`config.mk`:
```
export PLATFORM = sky130hd
export DESIGN_NAME = spbs_ctrl
export DESIGN_NICKNAME = d
export VERILOG_FILES = /design/src/hdl/spbs_pkg.sv /design/src/hdl/spbs_ctrl.sv
export SDC_FILE = /design/constraint.sdc
export NUM_CORES = 1
export LEC_CHECK = 0
export ABC_CLOCK_PERIOD_IN_PS = 1500
export BUFFER_PORTS_ARGS = -buffer_cell sky130_fd_sc_hd__buf_4
export CAP_MARGIN = 10
export CORE_AREA = 2 2 39 41
export CTS_CLUSTER_DIAMETER = 150
export DETAILED_ROUTE_END_ITERATION = 8
export DIE_AREA = 0 0 41 43
export GPL_ROUTABILITY_DRIVEN = 0
export HOLD_SLACK_MARGIN = 0.1
export SYNTH_ARGS = -nofsm -noshare
export SYNTH_HDL_FRONTEND = slang
export SYNTH_SLANG_ARGS = --single-unit
```
`constraint.sdc`:
```
create_clock -name clock -period 1.5 [get_ports clock]
set_clock_uncertainty 0.1 [all_clocks]
set_input_delay 0.45 -clock clock [delete_from_list [all_inputs] [get_ports clock]]
set_output_delay 0.45 -clock clock [all_outputs]
set_load 0.02 [all_outputs]
```
`src/hdl/spbs_pkg.sv`:
```
// shared types and constants of the sorted prefix-sum budget search
package spbs_pkg;

   localparam int OP_W     = 2;
   localparam int VALUE_W  = 31;
   localparam int BUDGET_W = 32;
   localparam int FIT_W    = 11;

   localparam logic [OP_W-1:0] OP_CLEAR = 2'd0;
   localparam logic [OP_W-1:0] OP_LOAD  = 2'd1;
   localparam logic [OP_W-1:0] OP_QUERY = 2'd2;

   // controller to datapath commands
   typedef struct packed {
      logic capture;
      logic clear_count;
      logic ins_init;
      logic ins_read;
      logic ins_shift;
      logic ins_place;
      logic reb_init;
      logic reb_read;
      logic reb_write;
      logic q_init;
      logic q_read;
      logic q_step;
      logic q_done;
   } cmd_type;

   // datapath to controller status
   typedef struct packed {
      logic full;
      logic pos_zero;
      logic shift_needed;
      logic reb_done;
      logic search_done;
   } sts_type;

endpackage

```
`src/hdl/spbs_ctrl.sv`:
```
// controller: sequences clear, sorted insert, prefix rebuild and binary search
module spbs_ctrl (
   input  logic                        clock,
   input  logic                        reset,
   input  logic                        start,
   input  logic [spbs_pkg::OP_W-1:0]   req_op,
   output logic                        busy,
   output spbs_pkg::cmd_type           cmd,
   input  spbs_pkg::sts_type           sts
);
   import spbs_pkg::*;

   localparam logic [2:0] ST_IDLE    = 3'd0;
   localparam logic [2:0] ST_INS_CHK = 3'd1;
   localparam logic [2:0] ST_INS_CMP = 3'd2;
   localparam logic [2:0] ST_REB_CHK = 3'd3;
   localparam logic [2:0] ST_REB_ADD = 3'd4;
   localparam logic [2:0] ST_Q_INIT  = 3'd5;
   localparam logic [2:0] ST_Q_CHK   = 3'd6;
   localparam logic [2:0] ST_Q_CMP   = 3'd7;

   logic [2:0] state_ff, state_in;
   logic       sums_valid_ff, sums_valid_in;

   always_comb begin
      state_in      = state_ff;
      sums_valid_in = sums_valid_ff;
      cmd           = '0;
      case (state_ff)
         ST_IDLE: begin
            if (start) begin
               cmd.capture = 1'b1;
               case (req_op)
                  OP_CLEAR: begin
                     cmd.clear_count = 1'b1;
                     sums_valid_in   = 1'b0;
                  end
                  OP_LOAD: begin
                     if (!sts.full) begin
                        cmd.ins_init = 1'b1;
                        state_in     = ST_INS_CHK;
                     end
                  end
                  OP_QUERY: begin
                     if (sums_valid_ff) begin
                        state_in = ST_Q_INIT;
                     end else begin
                        cmd.reb_init = 1'b1;
                        state_in     = ST_REB_CHK;
                     end
                  end
                  default: ;
               endcase
            end
         end
         ST_INS_CHK: begin
            if (sts.pos_zero) begin
               cmd.ins_place = 1'b1;
               sums_valid_in = 1'b0;
               state_in      = ST_IDLE;
            end else begin
               cmd.ins_read = 1'b1;
               state_in     = ST_INS_CMP;
            end
         end
         ST_INS_CMP: begin
            if (sts.shift_needed) begin
               cmd.ins_shift = 1'b1;
               state_in      = ST_INS_CHK;
            end else begin
               cmd.ins_place = 1'b1;
               sums_valid_in = 1'b0;
               state_in      = ST_IDLE;
            end
         end
         ST_REB_CHK: begin
            if (sts.reb_done) begin
               sums_valid_in = 1'b1;
               state_in      = ST_Q_INIT;
            end else begin
               cmd.reb_read = 1'b1;
               state_in     = ST_REB_ADD;
            end
         end
         ST_REB_ADD: begin
            cmd.reb_write = 1'b1;
            state_in      = ST_REB_CHK;
         end
         ST_Q_INIT: begin
            cmd.q_init = 1'b1;
            state_in   = ST_Q_CHK;
         end
         ST_Q_CHK: begin
            if (sts.search_done) begin
               cmd.q_done = 1'b1;
               state_in   = ST_IDLE;
            end else begin
               cmd.q_read = 1'b1;
               state_in   = ST_Q_CMP;
            end
         end
         ST_Q_CMP: begin
            cmd.q_step = 1'b1;
            state_in   = ST_Q_CHK;
         end
         default: begin
            state_in = ST_IDLE;
         end
      endcase
   end

   always_ff @(posedge clock) begin
      if (reset) begin
         state_ff      <= ST_IDLE;
         sums_valid_ff <= 1'b0;
      end else begin
         state_ff      <= state_in;
         sums_valid_ff <= sums_valid_in;
      end
   end

   assign busy = state_ff != ST_IDLE;

   a_place_room: assert property (@(posedge clock) disable iff (reset)
      cmd.ins_place |-> !sts.full) else $error("insert into full store");
   a_rebuild_bound: assert property (@(posedge clock) disable iff (reset)
      cmd.reb_write |-> !sts.reb_done) else $error("rebuild past loaded count");
   a_done_range: assert property (@(posedge clock) disable iff (reset)
      cmd.q_done |-> sts.search_done) else $error("search finished early");
   a_reset_idle: assert property (@(posedge clock) disable iff (reset)
      $past(reset) |-> !busy) else $error("busy right after reset");

endmodule

```
==> results.cfg, run 1 <==
[cts]
cts_buffer_depth = 2
cts_max_level = 1
cts_tree = built
cts_root_buf = clkbuf_4
cts_hold_buf = 0
path_clk_slew_ns = 0.04
clkSinkCount = 4
clk_latency_ns = 0.24
cts_made_buffers = 3

[setup_path]
critPathArrivalTime_ns = 1.32
required_ns = 0.95
rr_endpoint = state_ff[2]
reg2reg_depth = 6
reg2reg_slack_ns = 0.01
endpoint_kind = output pin
critPathLaunchType = flip-flop
worstPathMaxFanout = 3
crit_type = flip-flop to output pin
regToRegStartpoint = state_ff[2]

[timing]
hold_slack_ns = 0.291
period_minus_slack_ns = 1.87
period_share = 1.25
relSlewSlack = 0.806
setup_slack_ns = -0.374
report.final.slew_viol_count = 0
rsz0062_at_grt = yes
tightest_slew_ns = 0.288
hold_viol = 0
max_freq_mhz = 534
setup_viol = 14

[route]
vias = 651
dr.pass1.iters = 4
drt-wirelength-per-cell_um = 14.7
drc_errors = 0
wl_um = 1820
postRouteAntennaNets = 0
via_per_inst = 5.25
drt_iter0_markers = 4

[layout]
nNetsFinal = 120
drive_above_1_share = 0.759
area_growth_pct = 149
fill_cells = 120
antenna_cells = 0
fin_cells = 124
post-route-cell-area_um2 = 1040

[global_routing]
grt_usage = 0.213
antenna_found_initial = 0
grt_pass1_wl_um = 2490
grt_pass1_vias = 609
gr-total-overflow = 0
grt_max_degree = 12

[floorplan]
initial_core_util = 0.301
die_area_um2 = 1760
core_area_um2 = 1380
fp-row-count = 14
die_width_um = 41
dieHeight_um = 43
io_pins = 24

[pwr]
p_per_area_nw_per_um2 = 461
swShare = 0.314
ir_worst_vdd_uv = 299
p_leak_nw = 0.496
power_switching_mw = 0.150
p_comb_frac = 0.476
clockPowerShare = 0.282
total_power_mw = 0.478
p_int_mw = 0.328
pwr-share-seq = 0.242

[synth]
synth.distinct_cells = 32
synthArstFlopShare = 0
yosys_warnings = 0
synthesis.nets = 66
ys_ff_latch = 4
ys_seq_area_frac = 0.192
synth-edff-count = 0
netlist_instances = 56
syn_area_um2 = 417
synthFlopType = dfxtp_1
postSynthAreaPerCell_um2 = 7.44

[hold_path]
hold_path_end = sums_valid_ff
hold_depth = 2
worstHoldPathType = primary input to flip-flop
hold_start = reset

[place]
dp_hpwl_um = 1030
place_area_um2 = 766
port_buffers = 23
dp_cells = 109

[job]
drv_cap = 0

[run_status]
status = finished with violations
failed_checks = setup timing
how the worst max path moves through the flow:
stage | end | cells after the start | slack, ns | from
floorplan | cmd[0] | 3 | -0.15 | state_ff[2]
global placement | cmd[10] | 4 | -0.23 | req_op[1]
detailed placement | cmd[10] | 4 | -0.26 | req_op[1]
CTS | cmd[6] | 4 | -0.34 | state_ff[0]
global route | cmd[6] | 4 | -0.42 | state_ff[2]
finish | cmd[11] | 5 | -0.37 | state_ff[2]
layout by cell type (no fill, tap or decap), drive strengths merged:
master	Yosys	layout
nand2b	1	1
or2b	1	1
nor2	2	2
a311oi	1	1
inv	6	6
a31oi	3	3
nor2b	1	1
o21ai	5	5
a41oi	1	1
nor3b	1	1
dfxtp	4	4
nand4b	1	1
a21oi	2	2
o41ai	1	1
nor3	6	6
a311o	1	1
and2b	2	2
a21o	1	1
nor4b	2	2
buf	4	52
nor4	1	1
nand2	3	3
clkbuf	0	4
and3	4	4
or3	1	1
or3b	1	1
worst max-delay path, stage by stage, from the launching register on:
cell,delay [ns]
dfxtp_4,0.35
nor3_4,0.25
nand2_4,0.10
buf_12,0.14
nor3_4,0.11
buf_6,0.14
sequential cells by signal, indices dropped and copies added (netlist names):
signal,cells
state_ff,3
sums_valid_ff,1
routing by layer:
layer	routed length (um)	global-route usage	up-vias
li1	-	-	315
met1	651	0.224	297
met2	1000	0.356	35
met3	129	0.0419	4
met4	36	0.140	0
met5	0	0	-
power by group through the flow:
stage | Combinational (mW) | Clock, mW | Sequential (mW)
4_1_cts | 0.181 | 0.135 | 0.112
3_5_place_dp | 0.159 | 0 | 0.115
6_report | 0.228 | 0.135 | 0.116
3_3_place_gp | 0.157 | 0 | 0.115
2_1_floorplan | 0.0836 | 0 | 0.115
5_1_grt | 0.242 | 0.145 | 0.116
timing repair:
action                     CTS  global route
setup buffers                6             6
setup endpoints to repair   14            17
resized for setup           21            19
pin swaps                    6             7
gates cloned                 2             1
area by class of cell:
| class | instances | area (um^2) | share of cell area |
|---|---|---|---|
| multi-input cells | 42 | 387 | 0.373 |
| repair buffers | 53 | 489 | 0.472 |
| clock buffers | 3 | 22.5 | 0.0217 |
| flip-flops and latches | 4 | 91.3 | 0.0881 |
| well taps | 16 | 20.0 | 0.0193 |
| inverters | 6 | 27.5 | 0.0265 |
cells in the mapped netlist, types with 2 or more instances:
cell	number	area [um^2]
o21ai_0	4	20.0
nor4b_1	2	17.5
a21oi_1	2	10.0
nand2_1	2	7.51
dfxtp_1	4	80.1
inv_1	5	18.8
buf_6	2	22.5
nor2_1	2	7.51
and3_1	4	25.0
nor3_1	5	25.0
a31oi_1	3	18.8
kinds of logic (layout without fill, tap and decap cells):
kind of cell | after synthesis | count (layout) | share of synthesized area
AOI/OAI and AO/OA | 15 | 15 | 0.234
buffers and inverters | 10 | 62 | 0.156
and+or+nand+nor | 27 | 27 | 0.417
DFF | 4 | 4 | 0.192
per-stage QoR:
step / setup slack, ns / utilization / setup TNS (ns)
global route: -0.423 / 0.750 / -3.95
finish: -0.374 / 0.750 / -3.32
CTS: -0.341 / 0.661 / -3.21
detailed placement: -0.256 / 0.553 / -1.31
global placement: -0.231 / 0.553 / -1.27
floorplan: -0.152 / - / -0.714
(Power assumes the default switching activity.)
==> inputs of run 2 (changes only) <==
- RECOVER_POWER: default -> 50
==> results.cfg, run 2 (same netlist as run 1, synthesis figures left out) <==
[pwr]
swShare = 0.314
p_per_area_nw_per_um2 = 463
p_comb_frac = 0.475
p_int_mw = 0.328
total_power_mw = 0.479
clockPowerShare = 0.282
power_switching_mw = 0.150
ir_worst_vdd_uv = 299
pwr-share-seq = 0.243
p_leak_nw = 0.495

[job]
drv_cap = 0

[cts]
cts_buffer_depth = 2
cts_root_buf = clkbuf_4
cts_made_buffers = 3
clkSinkCount = 4
cts_max_level = 1
cts_tree = built
path_clk_slew_ns = 0.04
clk_latency_ns = 0.24

[setup_path]
required_ns = 0.95
endpoint_kind = output pin
worstPathMaxFanout = 3
critPathArrivalTime_ns = 1.32
critPathLaunchType = flip-flop
crit_type = flip-flop to output pin

[layout]
fin_cells = 124
drive_above_1_share = 0.759
largest_reg_flops = 3
area_growth_pct = 148
layout_common_cells = buf_4 (36), buf_6 (11), o21ai_0 (4)
nNetsFinal = 120
reg_top3 = state_ff: 3 flops, sums_valid_ff: 1 flops
regMostFlops = state_ff
post-route-cell-area_um2 = 1030
fin_util = 0.748
final_common_cell = buf_4
antenna_cells = 0

[global_routing]
grt_pass1_wl_um = 2490
gr-total-overflow = 0
antenna_found_initial = 0
grt_max_degree = 12
grt_usage = 0.213
grt_pass1_vias = 609

[place]
dp_cells = 109
dp_hpwl_um = 1030
dp_slack_ns = -0.256
place_area_um2 = 766
port_buffers = 23

[route]
drt-wirelength-per-cell_um = 14.6
wl_um = 1810
vias = 639
drc_errors = 0
drt_iter0_markers = 7
postRouteAntennaNets = 0
via_per_inst = 5.15
dr.pass1.iters = 5

[timing]
tightest_slew_ns = 0.287
rsz0062_at_grt = yes
relSlewSlack = 0.806
hold_slack_ns = 0.291
period_minus_slack_ns = 1.87
hold_viol = 0
report.final.slew_viol_count = 0
period_share = 1.25
finalSetupTns_ns = -3.60
max_freq_mhz = 534
setup_slack_ns = -0.373
setup_viol = 14

[floorplan]
core_area_um2 = 1380
dieHeight_um = 43
fp-row-count = 14
initial_core_util = 0.301
io_pins = 24
die_width_um = 41
die_area_um2 = 1760

[run_status]
failed_checks = setup timing
status = finished with violations

[hold_path]
worstHoldPathType = primary input to flip-flop
==> run 2: power groups by stage <==
stage	clock network, mW	registers, mW	logic [mW]
2_1_floorplan	0	0.115	0.0836
3_3_place_gp	0	0.115	0.157
3_5_place_dp	0	0.115	0.159
4_1_cts	0.135	0.112	0.181
5_1_grt	0.146	0.117	0.241
6_report	0.135	0.116	0.227
==> run 2: final cells by class <==
| type | count | area [um^2] |
|---|---|---|
| inverters | 6 | 27.5 |
| flip-flops and latches | 4 | 88.8 |
| multi-input cells | 42 | 387 |
| clock buffers | 3 | 22.5 |
| fillers | 121 | 349 |
| repair buffers | 53 | 489 |
| well taps | 16 | 20.0 |
==> run 2: path summary, 6_finish.rpt <==
check	start	endpoint	slack (ns)	cells after the start
setup reg to reg	state_ff[2]	state_ff[2]	0.01	6
hold / removal	reset	sums_valid_ff	0.29	2
setup / recovery	state_ff[2]	cmd[11]	-0.37	5
hold reg to reg	sums_valid_ff	state_ff[2]	0.55	2
==> run 2: what timing repair did <==
item,4_1_cts,5_1_grt
endpoints found under the hold margin,0,0
buffers inserted,6,6
gates resized for setup,21,19
pin swaps,6,7
setup endpoints to repair,14,17
cloned,2,1
hold buffers,0,0
==> run 2: metal layers <==
| layer | part of all wire | vias to the layer above | GRT usage |
|---|---|---|---|
| met5 | 0 | - | 0 |
| met4 | 0.020 | 0 | 0.140 |
| met3 | 0.063 | 4 | 0.0419 |
| met2 | 0.55 | 30 | 0.356 |
| met1 | 0.36 | 291 | 0.224 |
| li1 | - | 314 | - |
==> run 2: critical path, stage by stage (launching register included) <==
cell and delay, ns:
dfxtp_4 0.35, nor3_4 0.25, nand2_4 0.10, buf_12 0.14
nor3_4 0.11, buf_6 0.14
==> inputs of run 3 (changes only) <==
- CELL_PAD_IN_SITES_DETAIL_PLACEMENT: default -> 0
- CELL_PAD_IN_SITES_GLOBAL_PLACEMENT: default -> 1
- CORE_AREA: 2 2 39 41 -> default
- CORE_UTILIZATION: default -> 27
- DIE_AREA: 0 0 41 43 -> default
- PLACE_DENSITY_LB_ADDON: default -> 0.1
==> results.cfg, run 3 (same netlist as run 1, synthesis figures left out) <==
[place]
port_buffers = 23
dp_hpwl_um = 1040
place_area_um2 = 787

[cts]
cts_made_buffers = 3
cts_buffer_depth = 2
cts_tree = built
clkSinkCount = 4
cts_max_level = 1
path_clk_slew_ns = 0.04
cts_hold_buf = 0
clk_latency_ns = 0.23
cts_root_buf = clkbuf_4

[layout]
fill_cells = 119
multi_input_area_um2 = 373
fin_util = 0.715
drive_above_1_share = 0.705
antenna_cells = 0
largest_reg_flops = 3
regMostFlops = state_ff
layout_common_cells = buf_4 (32), buf_6 (15), inv_1 (4), o21ai_0 (4)
final_common_cell = buf_4
reg_top3 = state_ff: 3 flops, sums_valid_ff: 1 flops
area_growth_pct = 135
nNetsFinal = 117
ff_latch_area_um2 = 86.3
post-route-cell-area_um2 = 977

[setup_path]
worstPathMaxFanout = 4
endpoint_kind = output pin
critPathArrivalTime_ns = 1.28
critPathLaunchType = flip-flop
crit_type = flip-flop to output pin
required_ns = 0.95

[timing]
tightest_slew_ns = 0.279
period_share = 1.22
report.final.slew_viol_count = 0
relSlewSlack = 0.812
rsz0062_at_grt = yes
hold_viol = 0
period_minus_slack_ns = 1.83
setup_viol = 14
setup_slack_ns = -0.327
max_freq_mhz = 547

[route]
via_per_inst = 5.08
wl_um = 1510
vias = 609
drt-wirelength-per-cell_um = 12.6
wl_met2_um = 715
drc_errors = 0
dr_wl_met3_um = 117
dr.max_layer_used = met3
drt_iter0_markers = 10
drt-met1-wl_um = 676
postRouteAntennaNets = 0
dr.pass1.iters = 6

[job]
drv_cap = 0

[run_status]
status = finished with violations
failed_checks = setup timing

[floorplan]
core_area_um2 = 1370
dieHeight_um = 41.3
io_pins = 24
die_width_um = 41.3
fp-row-count = 13
die_area_um2 = 1700
initial_core_util = 0.305

[global_routing]
grt_usage = 0.179
grt_max_degree = 14
antenna_found_initial = 0
gr-total-overflow = 0
grt_pass1_wl_um = 2010
grt_pass1_vias = 454

[hold_path]
worstHoldPathType = primary input to flip-flop

[pwr]
ir_worst_vdd_uv = 241
p_leak_nw = 0.486
p_per_area_nw_per_um2 = 478
[run 3: changes by cell type in the layout (fill, tap and decap cells not counted), moves of 2 or more]
cell     delta
buf_8       -2
buf_6       +4
inv_1       +2
buf_4       -4
nand2_2     -2
[run 3: where the power goes]
group | internal [mW] | leakage (nW) | switching (mW)
Sequential | 0.110 | 0.0341 | 0.00651
Clock | 0.0894 | 0.0138 | 0.0425
Combinational | 0.127 | 0.439 | 0.0920
Total | 0.326 | 0.486 | 0.141
[run 3: layout make-up]
type,count,area share
Multi-Input combinational cell,42,0.382
Inverter,6,0.0230
Tap cell,15,0.0192
Sequential cell,4,0.0883
Clock buffer,3,0.0230
Timing Repair Buffer,50,0.465
[run 3: repair_timing]
item                       CTS  global route
gates resized for setup     16            13
setup endpoints to repair   14            15
setup buffers                4             1
pin swaps                    6             5
gates cloned                 1             1
[run 3: worst max-delay path: stages (launching register included)]
cell     delay (ns)
dfxtp_2        0.33
nor3_4         0.23
nand2_4        0.11
nor4b_4        0.20
buf_4          0.17
[run 3: through the flow]
stage	TNS (ns)	hold WS (ns)	std cells	setup WS [ns]	total power, mW
4_1_cts	-3.44	0.281	118	-0.331	0.446
2_1_floorplan	-0.714	0.422	56	-0.152	0.199
6_report	-3.16	0.286	120	-0.327	0.467
5_1_grt	-4.07	0.288	120	-0.411	0.503
3_5_place_dp	-1.31	0.496	111	-0.248	0.283
3_3_place_gp	-1.21	0.508	111	-0.234	0.283
[run 3: routing by layer]
layer  GRT usage  vias to the layer above
met5           0                        -
met4      0.0242                        0
met3      0.0489                        0
met2       0.281                       26
met1       0.246                      275
li1            -                      308
[run 3: path summary, 6_finish.rpt]
kind	slack, ns	startpoint	cells past startpoint	endpoint
max	-0.33	state_ff[2]	4	cmd[6]
min	0.29	reset	2	sums_valid_ff
max reg2reg	0.06	state_ff[2]	5	state_ff[1]
min reg2reg	0.51	sums_valid_ff	2	state_ff[2]
